==> config.mk <==
export PLATFORM = sky130hd
export DESIGN_NAME = servo_slew_rate_limiter_flat
export DESIGN_NICKNAME = d
export VERILOG_FILES = /design/src/rtl/core/ssrl_pkg.sv /design/src/rtl/core/ssrl_if.sv /design/src/rtl/core/servo_slew_rate_limiter.sv /design/src/rtl/core/ssrl_ram.sv /design/src/rtl/core/ssrl_cfg.sv /design/src/rtl/core/ssrl_slew.sv /design/src/flat_wrapper.sv
export SDC_FILE = /design/constraint.sdc
export NUM_CORES = 2
export LEC_CHECK = 0
export ABC_AREA = 1
export BUFFER_PORTS_ARGS = -buffer_cell sky130_fd_sc_hd__clkbuf_2
export CORE_MARGIN = 4
export CORE_UTILIZATION = 50
export DETAILED_ROUTE_END_ITERATION = 10
export GPL_ROUTABILITY_DRIVEN = 0
export PLACE_DENSITY_LB_ADDON = 0.1
export SKIP_LAST_GASP = 1
export SLEW_MARGIN = 30
export SYNTH_ARGS = -nofsm -noshare
export SYNTH_HDL_FRONTEND = slang
export SYNTH_SLANG_ARGS = --single-unit
==> constraint.sdc <==
create_clock -name clk -period 8.6 [get_ports clk]
set_input_delay 1.72 -clock clk [delete_from_list [all_inputs] [get_ports clk]]
set_output_delay 1.72 -clock clk [all_outputs]
set_load 0.02 [all_outputs]
==> src/rtl/core/ssrl_pkg.sv <==
package ssrl_pkg;

	// Field widths of the item, result and configuration channels
	localparam int CH_W       = 2;
	localparam int ANG_W      = 8;
	localparam int SPD_W      = 10;
	localparam int NOW_W      = 32;
	localparam int PW_W       = 12;
	localparam int CFG_IDX_W  = 4;
	localparam int CFG_DATA_W = 8;

	// Parameter defaults
	localparam int NUM_CHANNELS_DEF = 4;
	localparam int TIME_BITS_DEF    = 32;

	// Channels that the two-bit channel field and the register list reach
	localparam int CFG_CHANNELS = 4;

	// Item codes
	typedef enum logic {
		CMD_SET  = 1'b0,
		CMD_TICK = 1'b1
	} cmd_t;

	// Sequencer states
	typedef enum logic [2:0] {
		ST_IDLE,
		ST_READ,
		ST_MUL,
		ST_QUO,
		ST_UPD
	} state_t;

	// Time difference is capped so the step product stays narrow
	localparam int              DT_W    = 18;
	localparam logic [DT_W-1:0] DT_CAP  = 18'd256000;
	localparam int              PROD_W  = SPD_W + DT_W;

	// Step saturation: floor(p/1000) > 255 iff p >= 256000, ceil > 255 iff p > 255000
	localparam logic [PROD_W-1:0] SAT_FLO = 28'd256000;
	localparam logic [PROD_W-1:0] SAT_CEI = 28'd255000;
	localparam logic [ANG_W-1:0]  STEP_CAP = 8'd255;

	// Divide by 1000 through a reciprocal, exact for dividends below 2^18
	localparam int                 DIVD_W      = 18;
	localparam int                 RECIP_W     = 19;
	localparam logic [RECIP_W-1:0] RECIP_1000  = 19'd268436;
	localparam int                 RECIP_SHIFT = 28;
	localparam int                 QUO_W       = 9;
	localparam logic [DIVD_W-1:0]  DIVISOR     = 18'd1000;

	// Pulse width: floor(a*95/9) = (a*95*ceil(2^18/9)) >> 18 for a below 256
	localparam int              PW_MUL_W  = 22;
	localparam logic [PW_MUL_W-1:0] PW_MUL = 22'd2767160;
	localparam int              PW_SHIFT  = 18;
	localparam logic [PW_W-1:0] PW_OFFSET = 12'd600;
	localparam logic [ANG_W-1:0] ANGLE_MAX = 8'd180;

	// Limits of the addressed channel
	typedef struct packed {
		logic [ANG_W-1:0] min_angle;
		logic [ANG_W-1:0] max_angle;
	} limits_t;

	// Stage enables handed to the step datapath
	typedef struct packed {
		logic mul_en;
		logic quo_en;
	} slew_ctl_t;

	function automatic logic [ANG_W-1:0] rst_min(input logic [1:0] ch);
		case (ch)
			2'd1:    return 8'd18;
			2'd2:    return 8'd15;
			default: return 8'd0;
		endcase
	endfunction

	function automatic logic [ANG_W-1:0] rst_max(input logic [1:0] ch);
		case (ch)
			2'd1:    return 8'd70;
			default: return 8'd180;
		endcase
	endfunction

	function automatic logic [ANG_W-1:0] rst_target(input logic [3:0] ch);
		case (ch)
			4'd0:    return 8'd0;
			4'd1:    return 8'd18;
			4'd2:    return 8'd95;
			default: return 8'd90;
		endcase
	endfunction

	function automatic logic [ANG_W-1:0] rst_current(input logic [3:0] ch);
		case (ch)
			4'd0:    return 8'd180;
			4'd1:    return 8'd18;
			4'd2:    return 8'd95;
			default: return 8'd90;
		endcase
	endfunction

	function automatic logic [SPD_W-1:0] rst_speed(input logic [3:0] ch);
		case (ch)
			4'd0, 4'd1, 4'd2: return 10'd360;
			default:          return 10'd180;
		endcase
	endfunction

	function automatic logic [PW_W-1:0] pulse_of(input logic [ANG_W-1:0] a);
		logic [ANG_W+PW_MUL_W-1:0] p;
		p = (ANG_W+PW_MUL_W)'(a) * (ANG_W+PW_MUL_W)'(PW_MUL);
		if (a > ANGLE_MAX)
			return '0;
		return PW_W'(p >> PW_SHIFT) + PW_OFFSET;
	endfunction

endpackage

==> src/rtl/core/ssrl_if.sv <==
interface ssrl_item_if;
	logic                         valid;
	logic                         ready;
	logic                         cmd;
	logic [ssrl_pkg::CH_W-1:0]    channel;
	logic [ssrl_pkg::ANG_W-1:0]   target_angle;
	logic [ssrl_pkg::SPD_W-1:0]   speed;
	logic [ssrl_pkg::NOW_W-1:0]   now_ms;

	modport source (output valid, cmd, channel, target_angle, speed, now_ms, input ready);
	modport sink (input valid, cmd, channel, target_angle, speed, now_ms, output ready);
endinterface

interface ssrl_result_if;
	logic                         valid;
	logic                         ready;
	logic [ssrl_pkg::CH_W-1:0]    out_channel;
	logic [ssrl_pkg::ANG_W-1:0]   angle;
	logic [ssrl_pkg::PW_W-1:0]    pulse_width;

	modport source (output valid, out_channel, angle, pulse_width, input ready);
	modport sink (input valid, out_channel, angle, pulse_width, output ready);
endinterface

interface ssrl_cfg_if;
	logic                           valid;
	logic                           ready;
	logic [ssrl_pkg::CFG_IDX_W-1:0] index;
	logic [ssrl_pkg::CFG_DATA_W-1:0] data;

	modport source (output valid, index, data, input ready);
	modport sink (input valid, index, data, output ready);
endinterface

==> src/rtl/core/servo_slew_rate_limiter.sv <==
// Channel   Dir  Handshake      Payload
// item      in   valid/ready    cmd, channel, target_angle, speed, now_ms
// result    out  valid/ready    out_channel, angle, pulse_width
// cfg       in   valid/ready    index, data (min/max angle per channel)
//
// A tick passes through channel record read, clamp and time difference, step product,
// divide by 1000, update and write back; the next request is taken only after that.
// A set request reads and writes back the record; a request for a missing channel is dropped.
// Each request for a present channel makes one read-modify-write of the record memory.
// Reset clears the per-channel valid bits at once; there is no clearing pass.
// A full result register holds the update stage until the result is taken.
module servo_slew_rate_limiter #(
	parameter int NUM_CHANNELS = ssrl_pkg::NUM_CHANNELS_DEF,
	parameter int TIME_BITS    = ssrl_pkg::TIME_BITS_DEF
) (
	input  logic          clk,
	input  logic          arst_n,
	ssrl_item_if.sink     item,
	ssrl_result_if.source result,
	ssrl_cfg_if.sink      cfg
);

	localparam int ADDR_W = (NUM_CHANNELS > 1) ? $clog2(NUM_CHANNELS) : 1;
	localparam int REC_W  = TIME_BITS + ssrl_pkg::SPD_W + 2 * ssrl_pkg::ANG_W;

	ssrl_pkg::state_t           state_q;
	ssrl_pkg::state_t           state_d;
	ssrl_pkg::slew_ctl_t        ctl;
	ssrl_pkg::limits_t          lim;

	logic                       accept;
	logic                       in_range;
	logic                       ram_re;
	logic                       ram_we;
	logic                       set_wr;
	logic                       rd_load;
	logic                       upd_go;
	logic                       out_load;
	logic [ADDR_W-1:0]          addr_q;
	logic [NUM_CHANNELS-1:0]    valid_q;
	logic [REC_W-1:0]           ram_rdata;
	logic [REC_W-1:0]           ram_wdata;
	logic [REC_W-1:0]           rec;

	logic                       cmd_q;
	logic [ssrl_pkg::CH_W-1:0]  ch_q;
	logic [ssrl_pkg::ANG_W-1:0] tgt_in_q;
	logic [ssrl_pkg::SPD_W-1:0] spd_in_q;
	logic [TIME_BITS-1:0]       now_q;

	logic [ssrl_pkg::ANG_W-1:0] rec_tgt;
	logic [ssrl_pkg::ANG_W-1:0] rec_cur;
	logic [ssrl_pkg::SPD_W-1:0] rec_spd;
	logic [TIME_BITS-1:0]       rec_time;
	logic [ssrl_pkg::ANG_W-1:0] clamped;
	logic [TIME_BITS-1:0]       dt_raw;
	logic [63:0]                dt_wide;
	logic [ssrl_pkg::DT_W-1:0]  dt_capped;

	logic [ssrl_pkg::ANG_W-1:0] tgt_q;
	logic [ssrl_pkg::ANG_W-1:0] cur_q;
	logic [ssrl_pkg::SPD_W-1:0] spd_q;
	logic [ssrl_pkg::DT_W-1:0]  dt_q;
	logic [ssrl_pkg::ANG_W-1:0] new_angle;

	logic                       out_valid_q;
	logic [ssrl_pkg::CH_W-1:0]  out_ch_q;
	logic [ssrl_pkg::ANG_W-1:0] out_ang_q;

	assign accept   = item.valid && item.ready;
	assign in_range = 5'(item.channel) < 5'(NUM_CHANNELS);
	assign upd_go   = !out_valid_q || result.ready;

	// Sequencer state
	always_ff @(posedge clk or negedge arst_n) begin
		if (!arst_n)
			state_q <= ssrl_pkg::ST_IDLE;
		else
			state_q <= state_d;
	end

	// Next state
	always_comb begin
		state_d = state_q;
		unique case (state_q)
			ssrl_pkg::ST_IDLE: begin
				if (accept && in_range)
					state_d = ssrl_pkg::ST_READ;
			end
			ssrl_pkg::ST_READ: begin
				state_d = (cmd_q == ssrl_pkg::CMD_TICK) ? ssrl_pkg::ST_MUL : ssrl_pkg::ST_IDLE;
			end
			ssrl_pkg::ST_MUL: state_d = ssrl_pkg::ST_QUO;
			ssrl_pkg::ST_QUO: state_d = ssrl_pkg::ST_UPD;
			ssrl_pkg::ST_UPD: begin
				if (upd_go)
					state_d = ssrl_pkg::ST_IDLE;
			end
			default: state_d = ssrl_pkg::ST_IDLE;
		endcase
	end

	// Sequencer outputs
	always_comb begin
		item.ready = 1'b0;
		ram_re     = 1'b0;
		set_wr     = 1'b0;
		rd_load    = 1'b0;
		ctl        = '0;
		out_load   = 1'b0;
		unique case (state_q)
			ssrl_pkg::ST_IDLE: begin
				item.ready = 1'b1;
				ram_re     = item.valid && in_range;
			end
			ssrl_pkg::ST_READ: begin
				set_wr  = cmd_q == ssrl_pkg::CMD_SET;
				rd_load = cmd_q == ssrl_pkg::CMD_TICK;
			end
			ssrl_pkg::ST_MUL: ctl.mul_en = 1'b1;
			ssrl_pkg::ST_QUO: ctl.quo_en = 1'b1;
			ssrl_pkg::ST_UPD: out_load = upd_go;
			default: ;
		endcase
	end

	assign ram_we = set_wr || out_load;

	// Capture the request
	always_ff @(posedge clk) begin
		if (accept) begin
			cmd_q    <= item.cmd;
			ch_q     <= item.channel;
			addr_q   <= ADDR_W'(item.channel);
			tgt_in_q <= item.target_angle;
			spd_in_q <= item.speed;
			now_q    <= TIME_BITS'(item.now_ms);
		end
	end

	// Channel record memory: target, current angle, speed, last tick time
	ssrl_ram #(
		.WIDTH (REC_W),
		.DEPTH (NUM_CHANNELS)
	) u_rec_ram (
		.clk   (clk),
		.we    (ram_we),
		.waddr (addr_q),
		.wdata (ram_wdata),
		.re    (ram_re),
		.raddr (ADDR_W'(item.channel)),
		.rdata (ram_rdata)
	);

	// Mark records written since reset
	always_ff @(posedge clk or negedge arst_n) begin
		if (!arst_n)
			valid_q <= '0;
		else if (ram_we)
			valid_q[addr_q] <= 1'b1;
	end

	// Substitute reset values for a record never written
	always_comb begin
		if (valid_q[addr_q])
			rec = ram_rdata;
		else
			rec = {ssrl_pkg::rst_target(4'(ch_q)), ssrl_pkg::rst_current(4'(ch_q)),
				ssrl_pkg::rst_speed(4'(ch_q)), TIME_BITS'(0)};
		rec_tgt  = rec[REC_W-1 -: ssrl_pkg::ANG_W];
		rec_cur  = rec[REC_W-ssrl_pkg::ANG_W-1 -: ssrl_pkg::ANG_W];
		rec_spd  = rec[TIME_BITS +: ssrl_pkg::SPD_W];
		rec_time = rec[TIME_BITS-1:0];
	end

	ssrl_cfg #(
		.NUM_CHANNELS (NUM_CHANNELS)
	) u_cfg (
		.clk    (clk),
		.arst_n (arst_n),
		.cfg    (cfg),
		.ch     (ch_q),
		.lim    (lim)
	);

	// Clamp the target, max test first
	always_comb begin
		if (rec_tgt > lim.max_angle)
			clamped = lim.max_angle;
		else if (rec_tgt < lim.min_angle)
			clamped = lim.min_angle;
		else
			clamped = rec_tgt;
	end

	// Wrap-around time difference, capped
	always_comb begin
		dt_raw    = now_q - rec_time;
		dt_wide   = 64'(dt_raw);
		dt_capped = (dt_wide > 64'(ssrl_pkg::DT_CAP)) ? ssrl_pkg::DT_CAP
			: dt_wide[ssrl_pkg::DT_W-1:0];
	end

	// Hold the tick operands
	always_ff @(posedge clk) begin
		if (rd_load) begin
			tgt_q <= clamped;
			cur_q <= rec_cur;
			spd_q <= rec_spd;
			dt_q  <= dt_capped;
		end
	end

	ssrl_slew u_slew (
		.clk       (clk),
		.ctl       (ctl),
		.speed     (spd_q),
		.dt        (dt_q),
		.cur       (cur_q),
		.tgt       (tgt_q),
		.new_angle (new_angle)
	);

	// Write back: set keeps angle and time, tick stores clamped target and new angle
	always_comb begin
		if (set_wr)
			ram_wdata = {tgt_in_q, rec_cur, spd_in_q, rec_time};
		else
			ram_wdata = {tgt_q, new_angle, spd_q, now_q};
	end

	// Result register
	always_ff @(posedge clk or negedge arst_n) begin
		if (!arst_n)
			out_valid_q <= 1'b0;
		else if (out_load)
			out_valid_q <= 1'b1;
		else if (result.ready)
			out_valid_q <= 1'b0;
	end

	always_ff @(posedge clk) begin
		if (out_load) begin
			out_ch_q  <= ch_q;
			out_ang_q <= new_angle;
		end
	end

	assign result.valid       = out_valid_q;
	assign result.out_channel = out_ch_q;
	assign result.angle       = out_ang_q;
	assign result.pulse_width = ssrl_pkg::pulse_of(out_ang_q);

endmodule

==> src/rtl/core/ssrl_ram.sv <==
module ssrl_ram #(
	parameter int WIDTH = 8,
	parameter int DEPTH = 4,
	localparam int ADDR_W = (DEPTH > 1) ? $clog2(DEPTH) : 1
) (
	input  logic              clk,
	input  logic              we,
	input  logic [ADDR_W-1:0] waddr,
	input  logic [WIDTH-1:0]  wdata,
	input  logic              re,
	input  logic [ADDR_W-1:0] raddr,
	output logic [WIDTH-1:0]  rdata
);

	logic [WIDTH-1:0] mem [DEPTH];

	// Write port
	always_ff @(posedge clk) begin
		if (we)
			mem[waddr] <= wdata;
	end

	// Registered read port
	always_ff @(posedge clk) begin
		if (re)
			rdata <= mem[raddr];
	end

endmodule

==> src/rtl/core/ssrl_cfg.sv <==
module ssrl_cfg #(
	parameter int NUM_CHANNELS = ssrl_pkg::NUM_CHANNELS_DEF
) (
	input  logic                     clk,
	input  logic                     arst_n,
	ssrl_cfg_if.sink                 cfg,
	input  logic [ssrl_pkg::CH_W-1:0] ch,
	output ssrl_pkg::limits_t        lim
);

	logic [ssrl_pkg::ANG_W-1:0] min_q [ssrl_pkg::CFG_CHANNELS];
	logic [ssrl_pkg::ANG_W-1:0] max_q [ssrl_pkg::CFG_CHANNELS];
	logic [ssrl_pkg::CH_W-1:0]  wr_ch;
	logic                       wr_en;

	assign cfg.ready = 1'b1;

	// Decode index: bit 0 picks max over min, bits 2:1 pick the channel, bit 3 must be clear
	assign wr_ch = cfg.index[ssrl_pkg::CH_W:1];
	assign wr_en = cfg.valid && cfg.ready && (cfg.index[ssrl_pkg::CFG_IDX_W-1] == 1'b0)
		&& (5'(wr_ch) < 5'(NUM_CHANNELS));

	// Limit registers
	always_ff @(posedge clk or negedge arst_n) begin
		if (!arst_n) begin
			for (int i = 0; i < ssrl_pkg::CFG_CHANNELS; i++) begin
				min_q[i] <= ssrl_pkg::rst_min(2'(i));
				max_q[i] <= ssrl_pkg::rst_max(2'(i));
			end
		end else if (wr_en) begin
			if (cfg.index[0])
				max_q[wr_ch] <= cfg.data;
			else
				min_q[wr_ch] <= cfg.data;
		end
	end

	// Look up the channel in flight
	assign lim.min_angle = min_q[ch];
	assign lim.max_angle = max_q[ch];

endmodule

==> src/rtl/core/ssrl_slew.sv <==
module ssrl_slew (
	input  logic                       clk,
	input  ssrl_pkg::slew_ctl_t        ctl,
	input  logic [ssrl_pkg::SPD_W-1:0] speed,
	input  logic [ssrl_pkg::DT_W-1:0]  dt,
	input  logic [ssrl_pkg::ANG_W-1:0] cur,
	input  logic [ssrl_pkg::ANG_W-1:0] tgt,
	output logic [ssrl_pkg::ANG_W-1:0] new_angle
);

	localparam int MUL_W = ssrl_pkg::DIVD_W + ssrl_pkg::RECIP_W;

	logic [ssrl_pkg::PROD_W-1:0] prod_q;
	logic [ssrl_pkg::QUO_W-1:0]  quo_q;
	logic                        sat_flo_q;
	logic                        sat_cei_q;
	logic [MUL_W-1:0]            recip_prod;
	logic [ssrl_pkg::DIVD_W-1:0] rem;
	logic                        rem_nz;
	logic [ssrl_pkg::ANG_W-1:0]  step_flo;
	logic [ssrl_pkg::ANG_W-1:0]  step_cei;
	logic [ssrl_pkg::ANG_W:0]    up_sum;
	logic [ssrl_pkg::ANG_W-1:0]  down_gap;

	// Degree-milliseconds moved since the last tick
	always_ff @(posedge clk) begin
		if (ctl.mul_en)
			prod_q <= ssrl_pkg::PROD_W'(speed) * ssrl_pkg::PROD_W'(dt);
	end

	// Divide by 1000 through the reciprocal, flag saturation of both roundings
	assign recip_prod = MUL_W'(prod_q[ssrl_pkg::DIVD_W-1:0]) * MUL_W'(ssrl_pkg::RECIP_1000);

	always_ff @(posedge clk) begin
		if (ctl.quo_en) begin
			quo_q     <= ssrl_pkg::QUO_W'(recip_prod >> ssrl_pkg::RECIP_SHIFT);
			sat_flo_q <= prod_q >= ssrl_pkg::SAT_FLO;
			sat_cei_q <= prod_q > ssrl_pkg::SAT_CEI;
		end
	end

	// Floor and ceiling step, both capped
	always_comb begin
		rem      = prod_q[ssrl_pkg::DIVD_W-1:0]
			- ssrl_pkg::DIVD_W'(ssrl_pkg::DIVD_W'(quo_q) * ssrl_pkg::DIVISOR);
		rem_nz   = rem != '0;
		step_flo = sat_flo_q ? ssrl_pkg::STEP_CAP : quo_q[ssrl_pkg::ANG_W-1:0];
		step_cei = sat_cei_q ? ssrl_pkg::STEP_CAP
			: quo_q[ssrl_pkg::ANG_W-1:0] + ssrl_pkg::ANG_W'(rem_nz);
	end

	// Move toward the target without passing it
	always_comb begin
		up_sum   = {1'b0, cur} + {1'b0, step_flo};
		down_gap = cur - tgt;
		if (cur == tgt)
			new_angle = cur;
		else if (tgt > cur)
			new_angle = (up_sum >= {1'b0, tgt}) ? tgt : up_sum[ssrl_pkg::ANG_W-1:0];
		else if (down_gap <= step_flo || step_cei >= down_gap)
			new_angle = tgt;
		else
			new_angle = cur - step_cei;
	end

endmodule
==> src/flat_wrapper.sv <==
// flat-port wrapper written by rule: the top's interface ports become plain ports
module servo_slew_rate_limiter_flat 
#(
	parameter int NUM_CHANNELS = ssrl_pkg::NUM_CHANNELS_DEF,
	parameter int TIME_BITS    = ssrl_pkg::TIME_BITS_DEF
)
  (clk, arst_n, item_valid, item_cmd, item_channel, item_target_angle, item_speed, item_now_ms, item_ready, result_valid, result_out_channel, result_angle, result_pulse_width, result_ready, cfg_valid, cfg_index, cfg_data, cfg_ready);
  ssrl_item_if item_i ();
  ssrl_result_if result_i ();
  ssrl_cfg_if cfg_i ();
  input  logic clk;
  input  logic arst_n;
  input wire logic [$bits(item_i.valid)-1:0] item_valid;
  input wire logic [$bits(item_i.cmd)-1:0] item_cmd;
  input wire logic [$bits(item_i.channel)-1:0] item_channel;
  input wire logic [$bits(item_i.target_angle)-1:0] item_target_angle;
  input wire logic [$bits(item_i.speed)-1:0] item_speed;
  input wire logic [$bits(item_i.now_ms)-1:0] item_now_ms;
  output wire logic [$bits(item_i.ready)-1:0] item_ready;
  output wire logic [$bits(result_i.valid)-1:0] result_valid;
  output wire logic [$bits(result_i.out_channel)-1:0] result_out_channel;
  output wire logic [$bits(result_i.angle)-1:0] result_angle;
  output wire logic [$bits(result_i.pulse_width)-1:0] result_pulse_width;
  input wire logic [$bits(result_i.ready)-1:0] result_ready;
  input wire logic [$bits(cfg_i.valid)-1:0] cfg_valid;
  input wire logic [$bits(cfg_i.index)-1:0] cfg_index;
  input wire logic [$bits(cfg_i.data)-1:0] cfg_data;
  output wire logic [$bits(cfg_i.ready)-1:0] cfg_ready;
  assign item_i.valid = item_valid;
  assign item_i.cmd = item_cmd;
  assign item_i.channel = item_channel;
  assign item_i.target_angle = item_target_angle;
  assign item_i.speed = item_speed;
  assign item_i.now_ms = item_now_ms;
  assign item_ready = item_i.ready;
  assign result_valid = result_i.valid;
  assign result_out_channel = result_i.out_channel;
  assign result_angle = result_i.angle;
  assign result_pulse_width = result_i.pulse_width;
  assign result_i.ready = result_ready;
  assign cfg_i.valid = cfg_valid;
  assign cfg_i.index = cfg_index;
  assign cfg_i.data = cfg_data;
  assign cfg_ready = cfg_i.ready;
  servo_slew_rate_limiter #(.NUM_CHANNELS(NUM_CHANNELS), .TIME_BITS(TIME_BITS)) u_core (.clk(clk), .arst_n(arst_n), .item(item_i), .result(result_i), .cfg(cfg_i));
endmodule
==> impl_metrics.env <==
export IMPL_die_y_microns=287
export IMPL_cts_tree="done"
export IMPL_syn_inst=4320
export IMPL_synth_edff_count=436
export IMPL_cp_required_ns=8.89
export IMPL_port_buffers=93
export IMPL_final_antenna_net_count=0
export IMPL_grtUsageTotal_pct=23.7
export IMPL_via_per_inst=5.26
export IMPL_synthFlopType="edfxtp_1"
export IMPL_worstSkewPairLatency_ns=0.62
export IMPL_critPathMaxFanout=10
export IMPL_syn_area_sq_um=39000
export IMPL_synth_seq_area_share_pct=38.2
export IMPL_layout_nets=5132
export IMPL_yosysWarnings=0
export IMPL_async_flop_share_pct=14.2
export IMPL_dr_wl_met2_mm=45.6
export IMPL_worstHoldStart="u_core.state_q[2]$_DFFE_PN0P_"
export IMPL_ios=95
export IMPL_slew_viol_final=0
export IMPL_synth_distinct_cells=57
export IMPL_rows=102
export IMPL_path_common_cell="nand2_1"
export IMPL_cts_root_buf="clkbuf_16"
export IMPL_wl_met1_mm=45.8
export IMPL_arrival_ns=8.26
export IMPL_ys_ff_latch=508
export IMPL_syn_to_final_growth_pct=8.69
export IMPL_endpoint_kind="flip-flop"
export IMPL_setup_violations=0
export IMPL_start_util_pct=50.4
export IMPL_routedWlPerCell_microns=17.8
export IMPL_rr_startpoint="u_core.u_slew.quo_q[0]$_DFFE_PN_"
export IMPL_worstReg2RegEnd="u_core.u_rec_ram.mem[0][46]$_DFFE_PP_"
export IMPL_syn_nets=5062
export IMPL_die_w_microns=287
export IMPL_grt_pass1_wl_mm=156
export IMPL_drt_iter0_markers=1781
export IMPL_cts_htree_levels=2
export IMPL_relSlewSlack_pct=32.9
export IMPL_syn_area_per_cell_sq_um=9.04
export IMPL_highest_layer="met4"
export IMPL_vias=28800
export IMPL_hold_depth=1
export IMPL_critPathKind="reg2reg"
export IMPL_crit_path_max_incr_delay_ns=0.59
export IMPL_hp_class="reg2reg"
export IMPL_antennaDiodeCount=0
export IMPL_cts_hold_buf=0
export IMPL_grt_max_degree=89
export IMPL_max_cap_violations=0
export IMPL_hpwlAfterDp_mm=70.9
export IMPL_finalCritPeriodShare_pct=92.7
export IMPL_nFillCells=7129
export IMPL_status="finished, final reports clean"
export IMPL_worst_slew_pin_slew_ns=1.01
export IMPL_clkSlewWorstSetupHoldPaths_ns=0.06
export IMPL_fin_ws_ns=0.632
export IMPL_crit_family="adder cells"
export IMPL_drive_gt1_share_pct=6.98
export IMPL_critPathBufInv=4
export IMPL_clock_skew_ns=0.0441
export IMPL_ff2ff_setup_slack_ns=0.63
export IMPL_finalHoldViolations=0
export IMPL_antenna_found_initial=1
export IMPL_period_minus_slack_ns=7.97
export IMPL_clock_path_buffers=3
export IMPL_cts_made_buffers=52
export IMPL_timing_fmax_mhz=126
export IMPL_wl_met3_mm=4.05
export IMPL_worst_r2r_path_depth=47
export IMPL_min_to="u_core.state_q[0]$_DFFE_PN0P_"
export IMPL_fp_coreArea_sq_um=77500
export IMPL_drc=0
export IMPL_cts_sinks=508
export IMPL_grt_pass1_vias=28900
export IMPL_wirelength_mm=97.1
export IMPL_dr_pass1_iters=6
export IMPL_place_ws_ns=0.239
export IMPL_grt_ovfl_total=0
export IMPL_startpoint_type="flip-flop"
export IMPL_slowest_stage="fa_1"
export IMPL_die_area_sq_um=82600
metal layers:
layer	GRT usage [%]	vias up
met2	39.8	532
met1	33.8	13800
li1	-	14300
met5	0	-
met3	2.37	102
met4	4.48	0
synthesized netlist by cell type (3+ instances only):
cell type  number  area share (%)
a21boi_0        6            0.12
nand2_2        10            0.16
nand2_1       908             8.7
nor2_1        305             2.9
nand4_1        47            0.75
a211oi_1        3           0.058
o22ai_1        68             1.1
dfrtp_1        51             3.3
ha_1          443              14
or2_2          21            0.34
o2111ai_1       3           0.067
inv_2           3           0.029
a21oi_1       174             2.2
a22o_1          7            0.16
a221oi_1       16            0.36
o211ai_1       11            0.21
nand3_1       155             2.0
o21bai_1       12            0.23
nor2_2         15            0.24
fa_1          229              12
clkbuf_1      104             1.0
o31ai_1         5           0.096
o221ai_1        5            0.11
o21a_1          4           0.077
a21o_1         19            0.37
inv_1         772             7.4
xor2_1         48             1.1
nand3b_1       10            0.19
nor3_1         30            0.38
buf_1           6           0.058
o21ai_0       288             3.7
dfstp_2        21             1.4
a31oi_1         9            0.14
and2_1         13            0.21
edfxtp_1      436              34
nor4_1         10            0.16
xnor2_1        31            0.70
how the worst max path moves through the flow:
stage | slack (ns) | start | cells after the start | end
final | 0.63 | u_core.u_slew.quo_q[0]$_DFFE_PN_ | 47 | u_core.u_rec_ram.mem[0][46]$_DFFE_PP_
after CTS | 0.16 | u_core.u_slew.quo_q[0]$_DFFE_PN_ | 45 | u_core.u_rec_ram.mem[0][46]$_DFFE_PP_
after detailed placement | 0.24 | u_core.u_slew.quo_q[0]$_DFFE_PN_ | 45 | u_core.u_rec_ram.mem[1][46]$_DFFE_PP_
after global routing | -0.04 | u_core.u_slew.quo_q[0]$_DFFE_PN_ | 45 | u_core.u_rec_ram.mem[0][46]$_DFFE_PP_
after global placement | 0.34 | u_core.u_slew.quo_q[0]$_DFFE_PN_ | 45 | u_core.u_rec_ram.mem[2][47]$_DFFE_PP_
after floorplan | 1.01 | u_core.u_slew.quo_q[1]$_DFFE_PN_ | 45 | u_core.u_rec_ram.mem[0][42]$_DFFE_PP_
area by class of cell:
cell class / instances / area, sq um / share of cell area, %
clock buffers: 62 / 1340 / 3.15
multi-input cells: 2923 / 20900 / 49.3
clock inverters: 32 / 303 / 0.713
flip-flops and latches: 508 / 14900 / 35.2
repair buffers: 129 / 756 / 1.78
inverters: 776 / 2910 / 6.87
well taps: 1040 / 1300 / 3.07
kinds of logic (layout without fill, tap and decap cells):
family	after synthesis	in the layout	synth area share, %
adder cells (fa/ha/maj)	672	672	25.9
AND/OR/NAND/NOR	1530	1530	16.2
buffers and inverters	889	999	8.58
other	1	1	0.00960
flip-flops	508	508	38.2
AO/OA/AOI/OAI	641	641	9.26
XOR/XNOR	79	79	1.77
layout by cell type (no fill, tap or decap), types with 47 or more instances in the layout:
cell type,instances
nand4_1,47
xor2_1,48
nand3_1,155
nand2_1,907
edfxtp_1,436
o22ai_1,68
clkbuf_2,91
ha_1,440
dfrtp_1,51
o21ai_0,284
fa_1,229
a21oi_1,174
inv_1,770
nor2_1,292
clkbuf_16,52
sequential cells by signal, summed over array words and instances, names as in the netlist:
name,count
u_core.u_rec_ram.mem,232
u_core.u_rec_ram.rdata,58
u_core.now_q,32
u_core.u_cfg.max_q,32
u_core.u_cfg.min_q,32
u_core.u_slew.prod_q,28
u_core.dt_q,18
u_core.spd_in_q,10
u_core.spd_q,10
u_core.u_slew.quo_q,9
u_core.cur_q,8
u_core.result.angle,8
u_core.tgt_in_q,8
u_core.tgt_q,8
u_core.valid_q,4
u_core.state_q,3
u_core.addr_q,2
u_core.result.out_channel,2
u_core.cmd_q,1
u_core.result.valid,1
u_core.u_slew.sat_cei_q,1
u_core.u_slew.sat_flo_q,1
per-stage QoR:
step / cells / hold WS (ns) / instance area (sq um) / utilization [%] / TNS, ns
after CTS: 5468 / 0.439 / 42300 / 54.7 / 0
after global routing: 5470 / 0.457 / 42400 / 54.8 / -0.382
final: 5470 / 0.444 / 42400 / 54.8 / 0
after global placement: 5374 / 0.420 / 40700 / 52.5 / 0
after floorplan: 4320 / 0.404 / 39100 / - / 0
after detailed placement: 5374 / 0.434 / 40700 / 52.5 / 0
what timing repair did:
action | in CTS | in global routing
setup buffers | 0 | 2
gates resized for setup | 0 | 19
setup endpoints to repair | 0 | 40
endpoints found under the hold margin | 0 | 0
Power is left out: the tool's default activity adds up to more than one toggle a clock period on the data nets, which glitch-free logic cannot reach.
